### src/design/stable_priority_queue_top_assert.svh
// Assertion macros for the stable priority queue.
// Used by stable_priority_queue_top; expects clk and arst_n in scope.
`ifndef STABLE_PRIORITY_QUEUE_TOP_ASSERT_SVH
`define STABLE_PRIORITY_QUEUE_TOP_ASSERT_SVH

// same-cycle implication, ignored while in reset
`define SPQ_ASSERT_NOW(label, ante, cons, msg) \
	label: assert property (@(posedge clk) disable iff (!arst_n) (ante) |-> (cons)) \
		else $error(msg);

// next-cycle implication, ignored while in reset
`define SPQ_ASSERT_NEXT(label, ante, cons, msg) \
	label: assert property (@(posedge clk) disable iff (!arst_n) (ante) |=> (cons)) \
		else $error(msg);

`endif

### src/design/spq_pkg.sv
// Shared types and constants of the stable priority queue.
// No dependencies; used by spq_cell and stable_priority_queue_top.
package spq_pkg;

	localparam int QUEUE_DEPTH   = 16;
	localparam int PRIORITY_BITS = 8;
	localparam int PAYLOAD_BITS  = 32;
	localparam int COUNT_BITS    = $clog2(QUEUE_DEPTH + 1);

	localparam logic [1:0] REQ_INSERT = 2'd0;
	localparam logic [1:0] REQ_REMOVE = 2'd1;
	localparam logic [1:0] REQ_CLEAR  = 2'd2;

	localparam logic [1:0] ST_OK    = 2'd0;
	localparam logic [1:0] ST_EMPTY = 2'd1;
	localparam logic [1:0] ST_FULL  = 2'd2;

	typedef enum logic [1:0] {
		CELL_HOLD   = 2'd0,
		CELL_INSERT = 2'd1,
		CELL_REMOVE = 2'd2
	} cell_op_t;

	typedef struct packed {
		cell_op_t                  op;
		logic [PRIORITY_BITS-1:0]  new_prio;
		logic [PAYLOAD_BITS-1:0]   new_payload;
	} cell_ctrl_t;

	typedef struct packed {
		logic [1:0]               req_type;
		logic [PRIORITY_BITS-1:0] entry_priority;
		logic [PAYLOAD_BITS-1:0]  entry_payload;
	} req_item_t;

	typedef struct packed {
		logic [PAYLOAD_BITS-1:0] removed_payload;
		logic [1:0]              status;
		logic                    queue_empty;
		logic [COUNT_BITS-1:0]   entry_count;
	} rsp_item_t;

endpackage

### src/design/spq_cell.sv
// One slot of the sorted chain: holds a priority and a payload.
// Depends on spq_pkg for the control struct and widths.
module spq_cell (
	input  logic                              clk,
	input  spq_pkg::cell_ctrl_t               ctrl,
	input  logic                              occupied,
	input  logic                              left_ge,
	input  logic [spq_pkg::PRIORITY_BITS-1:0] left_prio,
	input  logic [spq_pkg::PAYLOAD_BITS-1:0]  left_payload,
	input  logic [spq_pkg::PRIORITY_BITS-1:0] right_prio,
	input  logic [spq_pkg::PAYLOAD_BITS-1:0]  right_payload,
	output logic [spq_pkg::PRIORITY_BITS-1:0] prio,
	output logic [spq_pkg::PAYLOAD_BITS-1:0]  payload,
	output logic                              ge
);

	logic [spq_pkg::PRIORITY_BITS-1:0] prio_q;
	logic [spq_pkg::PAYLOAD_BITS-1:0]  payload_q;

	// entry stays put on insert when it ranks equal or higher (keeps arrival order)
	assign ge      = occupied && (prio_q >= ctrl.new_prio);
	assign prio    = prio_q;
	assign payload = payload_q;

	always_ff @(posedge clk) begin
		case (ctrl.op)
			spq_pkg::CELL_INSERT: begin
				if (!ge) begin
					if (left_ge) begin
						prio_q    <= ctrl.new_prio;
						payload_q <= ctrl.new_payload;
					end else begin
						prio_q    <= left_prio;
						payload_q <= left_payload;
					end
				end
			end
			spq_pkg::CELL_REMOVE: begin
				prio_q    <= right_prio;
				payload_q <= right_payload;
			end
			default: begin
			end
		endcase
	end

endmodule

### src/design/stable_priority_queue_top.sv
// Stable priority queue: a chain of QUEUE_DEPTH cells kept sorted, head in cell 0.
// The result is registered at the edge that accepts the request.
// Throughput 1 item per cycle while no stall holds the request; the cells shift, load or hold together.
// A request is stalled only while a registered result waits to be taken.
// Reset clears the count and the result valid; slot contents stay undefined.
// Depends on spq_pkg, spq_cell and stable_priority_queue_top_assert.svh.
`include "stable_priority_queue_top_assert.svh"

module stable_priority_queue_top (
	input  logic               clk,
	input  logic               arst_n,
	input  logic               req_valid,
	output logic               req_stall,
	input  spq_pkg::req_item_t req,
	output logic               rsp_valid,
	input  logic               rsp_stall,
	output spq_pkg::rsp_item_t rsp
);

	localparam int DEPTH = spq_pkg::QUEUE_DEPTH;
	localparam int CB    = spq_pkg::COUNT_BITS;

	logic [CB-1:0] count_q;
	logic [CB-1:0] count_next;
	logic          rsp_valid_q;
	spq_pkg::rsp_item_t rsp_q;
	spq_pkg::rsp_item_t rsp_next;
	spq_pkg::cell_ctrl_t ctrl;
	logic          acc;
	logic          full;
	logic          empty;
	logic          ins_ok;

	logic [spq_pkg::PRIORITY_BITS-1:0] cell_prio    [DEPTH];
	logic [spq_pkg::PAYLOAD_BITS-1:0]  cell_payload [DEPTH];
	logic [DEPTH-1:0]                  cell_ge;

	assign req_stall = rsp_valid_q && rsp_stall;
	assign acc       = req_valid && !req_stall;
	assign full      = (count_q == CB'(DEPTH));
	assign empty     = (count_q == '0);
	assign ins_ok    = acc && (req.req_type == spq_pkg::REQ_INSERT) && !full;

	always_comb begin
		ctrl.op          = spq_pkg::CELL_HOLD;
		ctrl.new_prio    = req.entry_priority;
		ctrl.new_payload = req.entry_payload;
		count_next       = count_q;
		rsp_next.removed_payload = '0;
		rsp_next.status  = spq_pkg::ST_OK;
		case (req.req_type)
			spq_pkg::REQ_INSERT: begin
				if (full) begin
					rsp_next.status = spq_pkg::ST_FULL;
				end else begin
					ctrl.op    = spq_pkg::CELL_INSERT;
					count_next = count_q + CB'(1);
				end
			end
			spq_pkg::REQ_REMOVE: begin
				if (empty) begin
					rsp_next.status = spq_pkg::ST_EMPTY;
				end else begin
					ctrl.op    = spq_pkg::CELL_REMOVE;
					count_next = count_q - CB'(1);
					rsp_next.removed_payload = cell_payload[0];
				end
			end
			spq_pkg::REQ_CLEAR: begin
				count_next = '0;
			end
			default: begin
			end
		endcase
		if (!acc) begin
			ctrl.op = spq_pkg::CELL_HOLD;
		end
		rsp_next.queue_empty = (count_next == '0);
		rsp_next.entry_count = count_next;
	end

	genvar gi;
	generate
		for (gi = 0; gi < DEPTH; gi++) begin : g_cell
			logic                              l_ge;
			logic [spq_pkg::PRIORITY_BITS-1:0] l_prio;
			logic [spq_pkg::PAYLOAD_BITS-1:0]  l_payload;
			logic [spq_pkg::PRIORITY_BITS-1:0] r_prio;
			logic [spq_pkg::PAYLOAD_BITS-1:0]  r_payload;

			if (gi == 0) begin : g_head
				// nothing ranks above the head
				assign l_ge      = 1'b1;
				assign l_prio    = '0;
				assign l_payload = '0;
			end else begin : g_body
				assign l_ge      = cell_ge[gi-1];
				assign l_prio    = cell_prio[gi-1];
				assign l_payload = cell_payload[gi-1];
			end

			if (gi == DEPTH - 1) begin : g_tail
				assign r_prio    = '0;
				assign r_payload = '0;
			end else begin : g_inner
				assign r_prio    = cell_prio[gi+1];
				assign r_payload = cell_payload[gi+1];
			end

			spq_cell u_cell (
				.clk           (clk),
				.ctrl          (ctrl),
				.occupied      (count_q > CB'(gi)),
				.left_ge       (l_ge),
				.left_prio     (l_prio),
				.left_payload  (l_payload),
				.right_prio    (r_prio),
				.right_payload (r_payload),
				.prio          (cell_prio[gi]),
				.payload       (cell_payload[gi]),
				.ge            (cell_ge[gi])
			);
		end
	endgenerate

	always_ff @(posedge clk or negedge arst_n) begin
		if (!arst_n) begin
			count_q     <= '0;
			rsp_valid_q <= 1'b0;
		end else begin
			if (acc) begin
				count_q     <= count_next;
				rsp_valid_q <= 1'b1;
			end else if (!rsp_stall) begin
				rsp_valid_q <= 1'b0;
			end
		end
	end

	always_ff @(posedge clk) begin
		if (acc) begin
			rsp_q <= rsp_next;
		end
	end

	assign rsp_valid = rsp_valid_q;
	assign rsp       = rsp_q;

	`SPQ_ASSERT_NOW(a_count_range, 1'b1, count_q <= CB'(DEPTH), "count above depth")
	`SPQ_ASSERT_NEXT(a_insert_count, ins_ok, count_q == $past(count_q) + CB'(1), "count not bumped")
	`SPQ_ASSERT_NEXT(a_rsp_count, acc, rsp_valid && rsp.entry_count == count_q, "bad result count")
	`SPQ_ASSERT_NOW(a_rsp_empty, rsp_valid, rsp.queue_empty == (rsp.entry_count == '0), "bad empty")
	`SPQ_ASSERT_NOW(a_head_sorted, count_q >= CB'(2), cell_prio[0] >= cell_prio[1], "head order")

endmodule
### config.mk
export PLATFORM = sky130hd
export DESIGN_NAME = stable_priority_queue_top
export DESIGN_NICKNAME = d
export VERILOG_FILES = /design/src/design/spq_pkg.sv /design/src/design/spq_cell.sv /design/src/design/stable_priority_queue_top.sv
export VERILOG_INCLUDE_DIRS = /design/src /design/src/design
export SDC_FILE = /design/constraint.sdc
export NUM_CORES = 2
export LEC_CHECK = 0
export BUFFER_PORTS_ARGS = -buffer_cell sky130_fd_sc_hd__clkbuf_2
export CORE_MARGIN = 1.5
export CORE_UTILIZATION = 40
export CTS_CLUSTER_DIAMETER = 200
export DETAILED_ROUTE_END_ITERATION = 16
export GPL_ROUTABILITY_DRIVEN = 0
export SYNTH_ARGS = -nofsm -noshare
export SYNTH_HDL_FRONTEND = slang
export SYNTH_HIERARCHICAL = 1
export SYNTH_SLANG_ARGS = --single-unit
### constraint.sdc
create_clock -name clk -period 9.4 [get_ports clk]
set_clock_uncertainty 0.1 [all_clocks]
set_input_delay 0.94 -clock clk [delete_from_list [all_inputs] [get_ports clk]]
set_output_delay 0.94 -clock clk [all_outputs]
set_load 0.01 [all_outputs]
==> summary by stage <==
Routing
Once detail routing completed, the nets flagged for antenna violations numbered 0. The first TritonRoute pass finished after 5 iterations. For this run, design rule violations remaining after detail routing come to 0. The via count normalized by instance count is 5.367. The total length of routed wires is 95510 um. The iteration-0 DRC count of the detailed router is 1704.

The routed length per placed instance is 19.71 um. The vias after detailed routing is 26000.

GRT
The number of global-route vias before repair is 27080. The initial antenna violation count is 0. Global routing consumed, over all layers together, 19.25% of the routing resources.

The global route total overflow is 0. The global-route wire length before repair is 149800 um. The largest net degree at the start of global routing is 82.

Clock tree
The H-tree was split into 3 levels. The number of buffers created by CTS is 78. After clock tree synthesis, the setup repair step added 0 buffers. The count of hold-fix buffers inserted at cts is 0. The root buffer cell is sky130_fd_sc_hd__clkbuf_16. The clock reaches the later pin of the worst-skew pair after 630 ps.

The maximum number of buffers from clock root to sink is 3. After clock tree synthesis, the clock-pin slew on the worst setup and hold paths is 60 ps. TritonCTS built the clock tree. Gates resized during post-CTS repair numbered 0.

The clock sink total is 686.

Critical path
In this design, the stage delay of the slowest critical-path cell is 760 ps. The maximum fanout along the worst path is 81. The arrival time of data at the critical path endpoint is 4710 ps. The element type at the critical path start is a flop.

The class of the most critical setup path is flop to flop. The signal on the critical path passes through inv_1 -> ha_1 -> nor4b_4 -> or2_2 -> nor2_4 -> nor2b_4 -> buf_4 -> nor2_1 -> o41ai_4 -> buf_4. In this design, the critical path's most frequently occurring cell is sky130_fd_sc_hd__buf_4. The master of the slowest instance on the critical path is sky130_fd_sc_hd__nor2_4. The critical path data required time is 9550 ps. STA classifies the critical path endpoint as a flop.

Status
The flow ran to the end, and the final reports show no timing, DRC or antenna violations.

Floorplan
In this run the horizontal extent of the chip is 312.3 um. The floorplan core area is 94870 um2. Once the floorplan was initialized, standard cells occupied 40.33% of the core. The y dimension of the die is 312.3 um. 88 I/O pins were placed.

In this run the core area contains 113 standard-cell rows. The die outline area is 97510 um2.

Finish
Compared with the post-synthesis result, the final layout area differs by 10.76%. The share of layout cells above drive strength 1 is 8.296%. The repair_antennas step left the layout with diodes totalling 0. The multi-input combinational cells in the finished layout cover a total of 16600 um2. Summing all flip-flop and latch instances after layout gives 20570 um2. Fill cells in the final layout number 8935. In the final design database the tool counted 3708 nets.

Timing
The number of max-slew violations in the final report was 0. Setup repair after global routing left no endpoint under its margin. The final hold violation count came to 0. The smallest clock period supported by the final layout is computed as 4555 ps. The worst slew margin relative to its limit is 29.53%. The final critical path takes up 48.46% of the cycle. The total of endpoints with negative setup slack in the final report is 0. The aggregate negative setup slack is 0 ps.

For the pin with the worst max-slew slack, the measured transition is 1057 ps. Static timing analysis puts the maximum clock frequency at 0.2195 GHz.

Logic synthesis
The number of warnings issued by yosys is 6. The count of mapped cells out of synthesis is 3468. The average instance area after synthesis is 11.03 um2. After synthesis the cells add up to 38260 um2.

Job
Across the run, the number of max-cap violations was 0.

Placement
The number of port buffers is 87. The post-detailed-placement half-perimeter wirelength is 66130 um.

Power
The leakage power is 0.01408 uW. Power comes to 10630 uW. The power density over cell area is 250.9 nW/um2. The highest ir drop seen on vdd is 132.4 uV.

Hold path
The worst min-delay path category is primary input to asynchronous set/reset pin.
-- cells in the final DEF (no fill, tap or decap), types with 3 or more instances in the layout --
cell type and instances:
sky130_fd_sc_hd__a211oi_1 16, sky130_fd_sc_hd__inv_1 136, sky130_fd_sc_hd__clkinv_1 15, sky130_fd_sc_hd__nand2_1 653
sky130_fd_sc_hd__dfrtp_1 6, sky130_fd_sc_hd__buf_4 50, sky130_fd_sc_hd__mux2_2 3, sky130_fd_sc_hd__a211o_1 16
sky130_fd_sc_hd__inv_6 3, sky130_fd_sc_hd__ha_1 134, sky130_fd_sc_hd__clkbuf_16 80, sky130_fd_sc_hd__nor2b_4 16
sky130_fd_sc_hd__clkinv_2 7, sky130_fd_sc_hd__o31a_2 15, sky130_fd_sc_hd__nand2b_1 36, sky130_fd_sc_hd__edfxtp_1 680
sky130_fd_sc_hd__nor2_1 70, sky130_fd_sc_hd__and2_1 30, sky130_fd_sc_hd__mux2i_1 640, sky130_fd_sc_hd__a21oi_1 3
sky130_fd_sc_hd__clkbuf_2 87, sky130_fd_sc_hd__conb_1 81, sky130_fd_sc_hd__clkbuf_1 21, sky130_fd_sc_hd__o21ai_0 673
sky130_fd_sc_hd__a31oi_1 17, sky130_fd_sc_hd__nor3_1 18, sky130_fd_sc_hd__o41ai_4 16, sky130_fd_sc_hd__nand4_1 16
-- sequential cells by signal, summed over array words and instances, names as in the netlist --
name and cells:
count_q 5, rsp 40, g_cell.u_cell/prio 128, g_cell.u_cell/payload 512
rsp_valid 1
-- final timing paths --
check	from	endpoint	depth (start not counted)	slack, ps
hold / removal	arst_n	count_q[4]	1	40
min in group clk	g_cell[15].u_cell/payload[16]	g_cell[14].u_cell/payload[16]	2	430
setup reg to reg	count_q[0]	g_cell[15].u_cell/payload[11]	10	4840
max in group asynchronous	arst_n	rsp_valid	1	8990
setup / recovery	count_q[0]	g_cell[15].u_cell/payload[11]	10	4840
hold reg to reg	g_cell[15].u_cell/payload[16]	g_cell[14].u_cell/payload[16]	2	430
-- worst max-delay path, delay by kind of cell, from the launching register on --
family,cells,cell delay [ps]
buf+inv,3,1260
flops,1,590
fa+ha+maj,1,280
compound gates,1,150
simple gates,5,1750
-- layer usage --
metal / track usage [%] / vias up / part of all wire, %
li1: - / 12650 / -
met1: 23.04 / 12790 / 42
met2: 36.04 / 429 / 53
met3: 2.595 / 138 / 3.2
met4: 4.887 / 0 / 1.9
met5: 0 / - / 0
-- stage by stage --
| step | area, um2 | utilization [%] | hold slack [ps] | worst slack, ps | cells |
|---|---|---|---|---|---|
| 4_1_cts | 42370 | 44.67 | 0.8322 | 4813 | 4845 |
| 2_1_floorplan | 38550 | - | 396.3 | 3957 | 3547 |
| 3_5_place_dp | 40070 | 42.24 | 412.3 | 4675 | 4713 |
| 5_1_grt | 42370 | 44.67 | 14.75 | 4511 | 4845 |
| 6_report | 42370 | 44.67 | 41.36 | 4845 | 4845 |
| 3_3_place_gp | 40070 | 42.24 | 401.8 | 4691 | 4713 |
-- final cells by class --
| type | instances | area share [%] |
|---|---|---|
| flip-flops and latches | 686 | 48.54 |
| well taps | 1265 | 3.735 |
| clock buffers | 101 | 4.910 |
| clock inverters | 31 | 0.5197 |
| repair buffers | 137 | 1.913 |
| inverters | 137 | 1.214 |
| multi-input cells | 2488 | 39.16 |
-- where the power goes --
group | total, uW | switching [uW] | leakage, uW | internal (uW)
logic | 3020 | 1800 | 0.00658 | 1220
registers | 4740 | 407 | 0.00638 | 4340
clock network | 2860 | 1250 | 0.00112 | 1610
total | 10600 | 3460 | 0.0141 | 7170
Note: power is estimated with default switching activity, not from simulation.
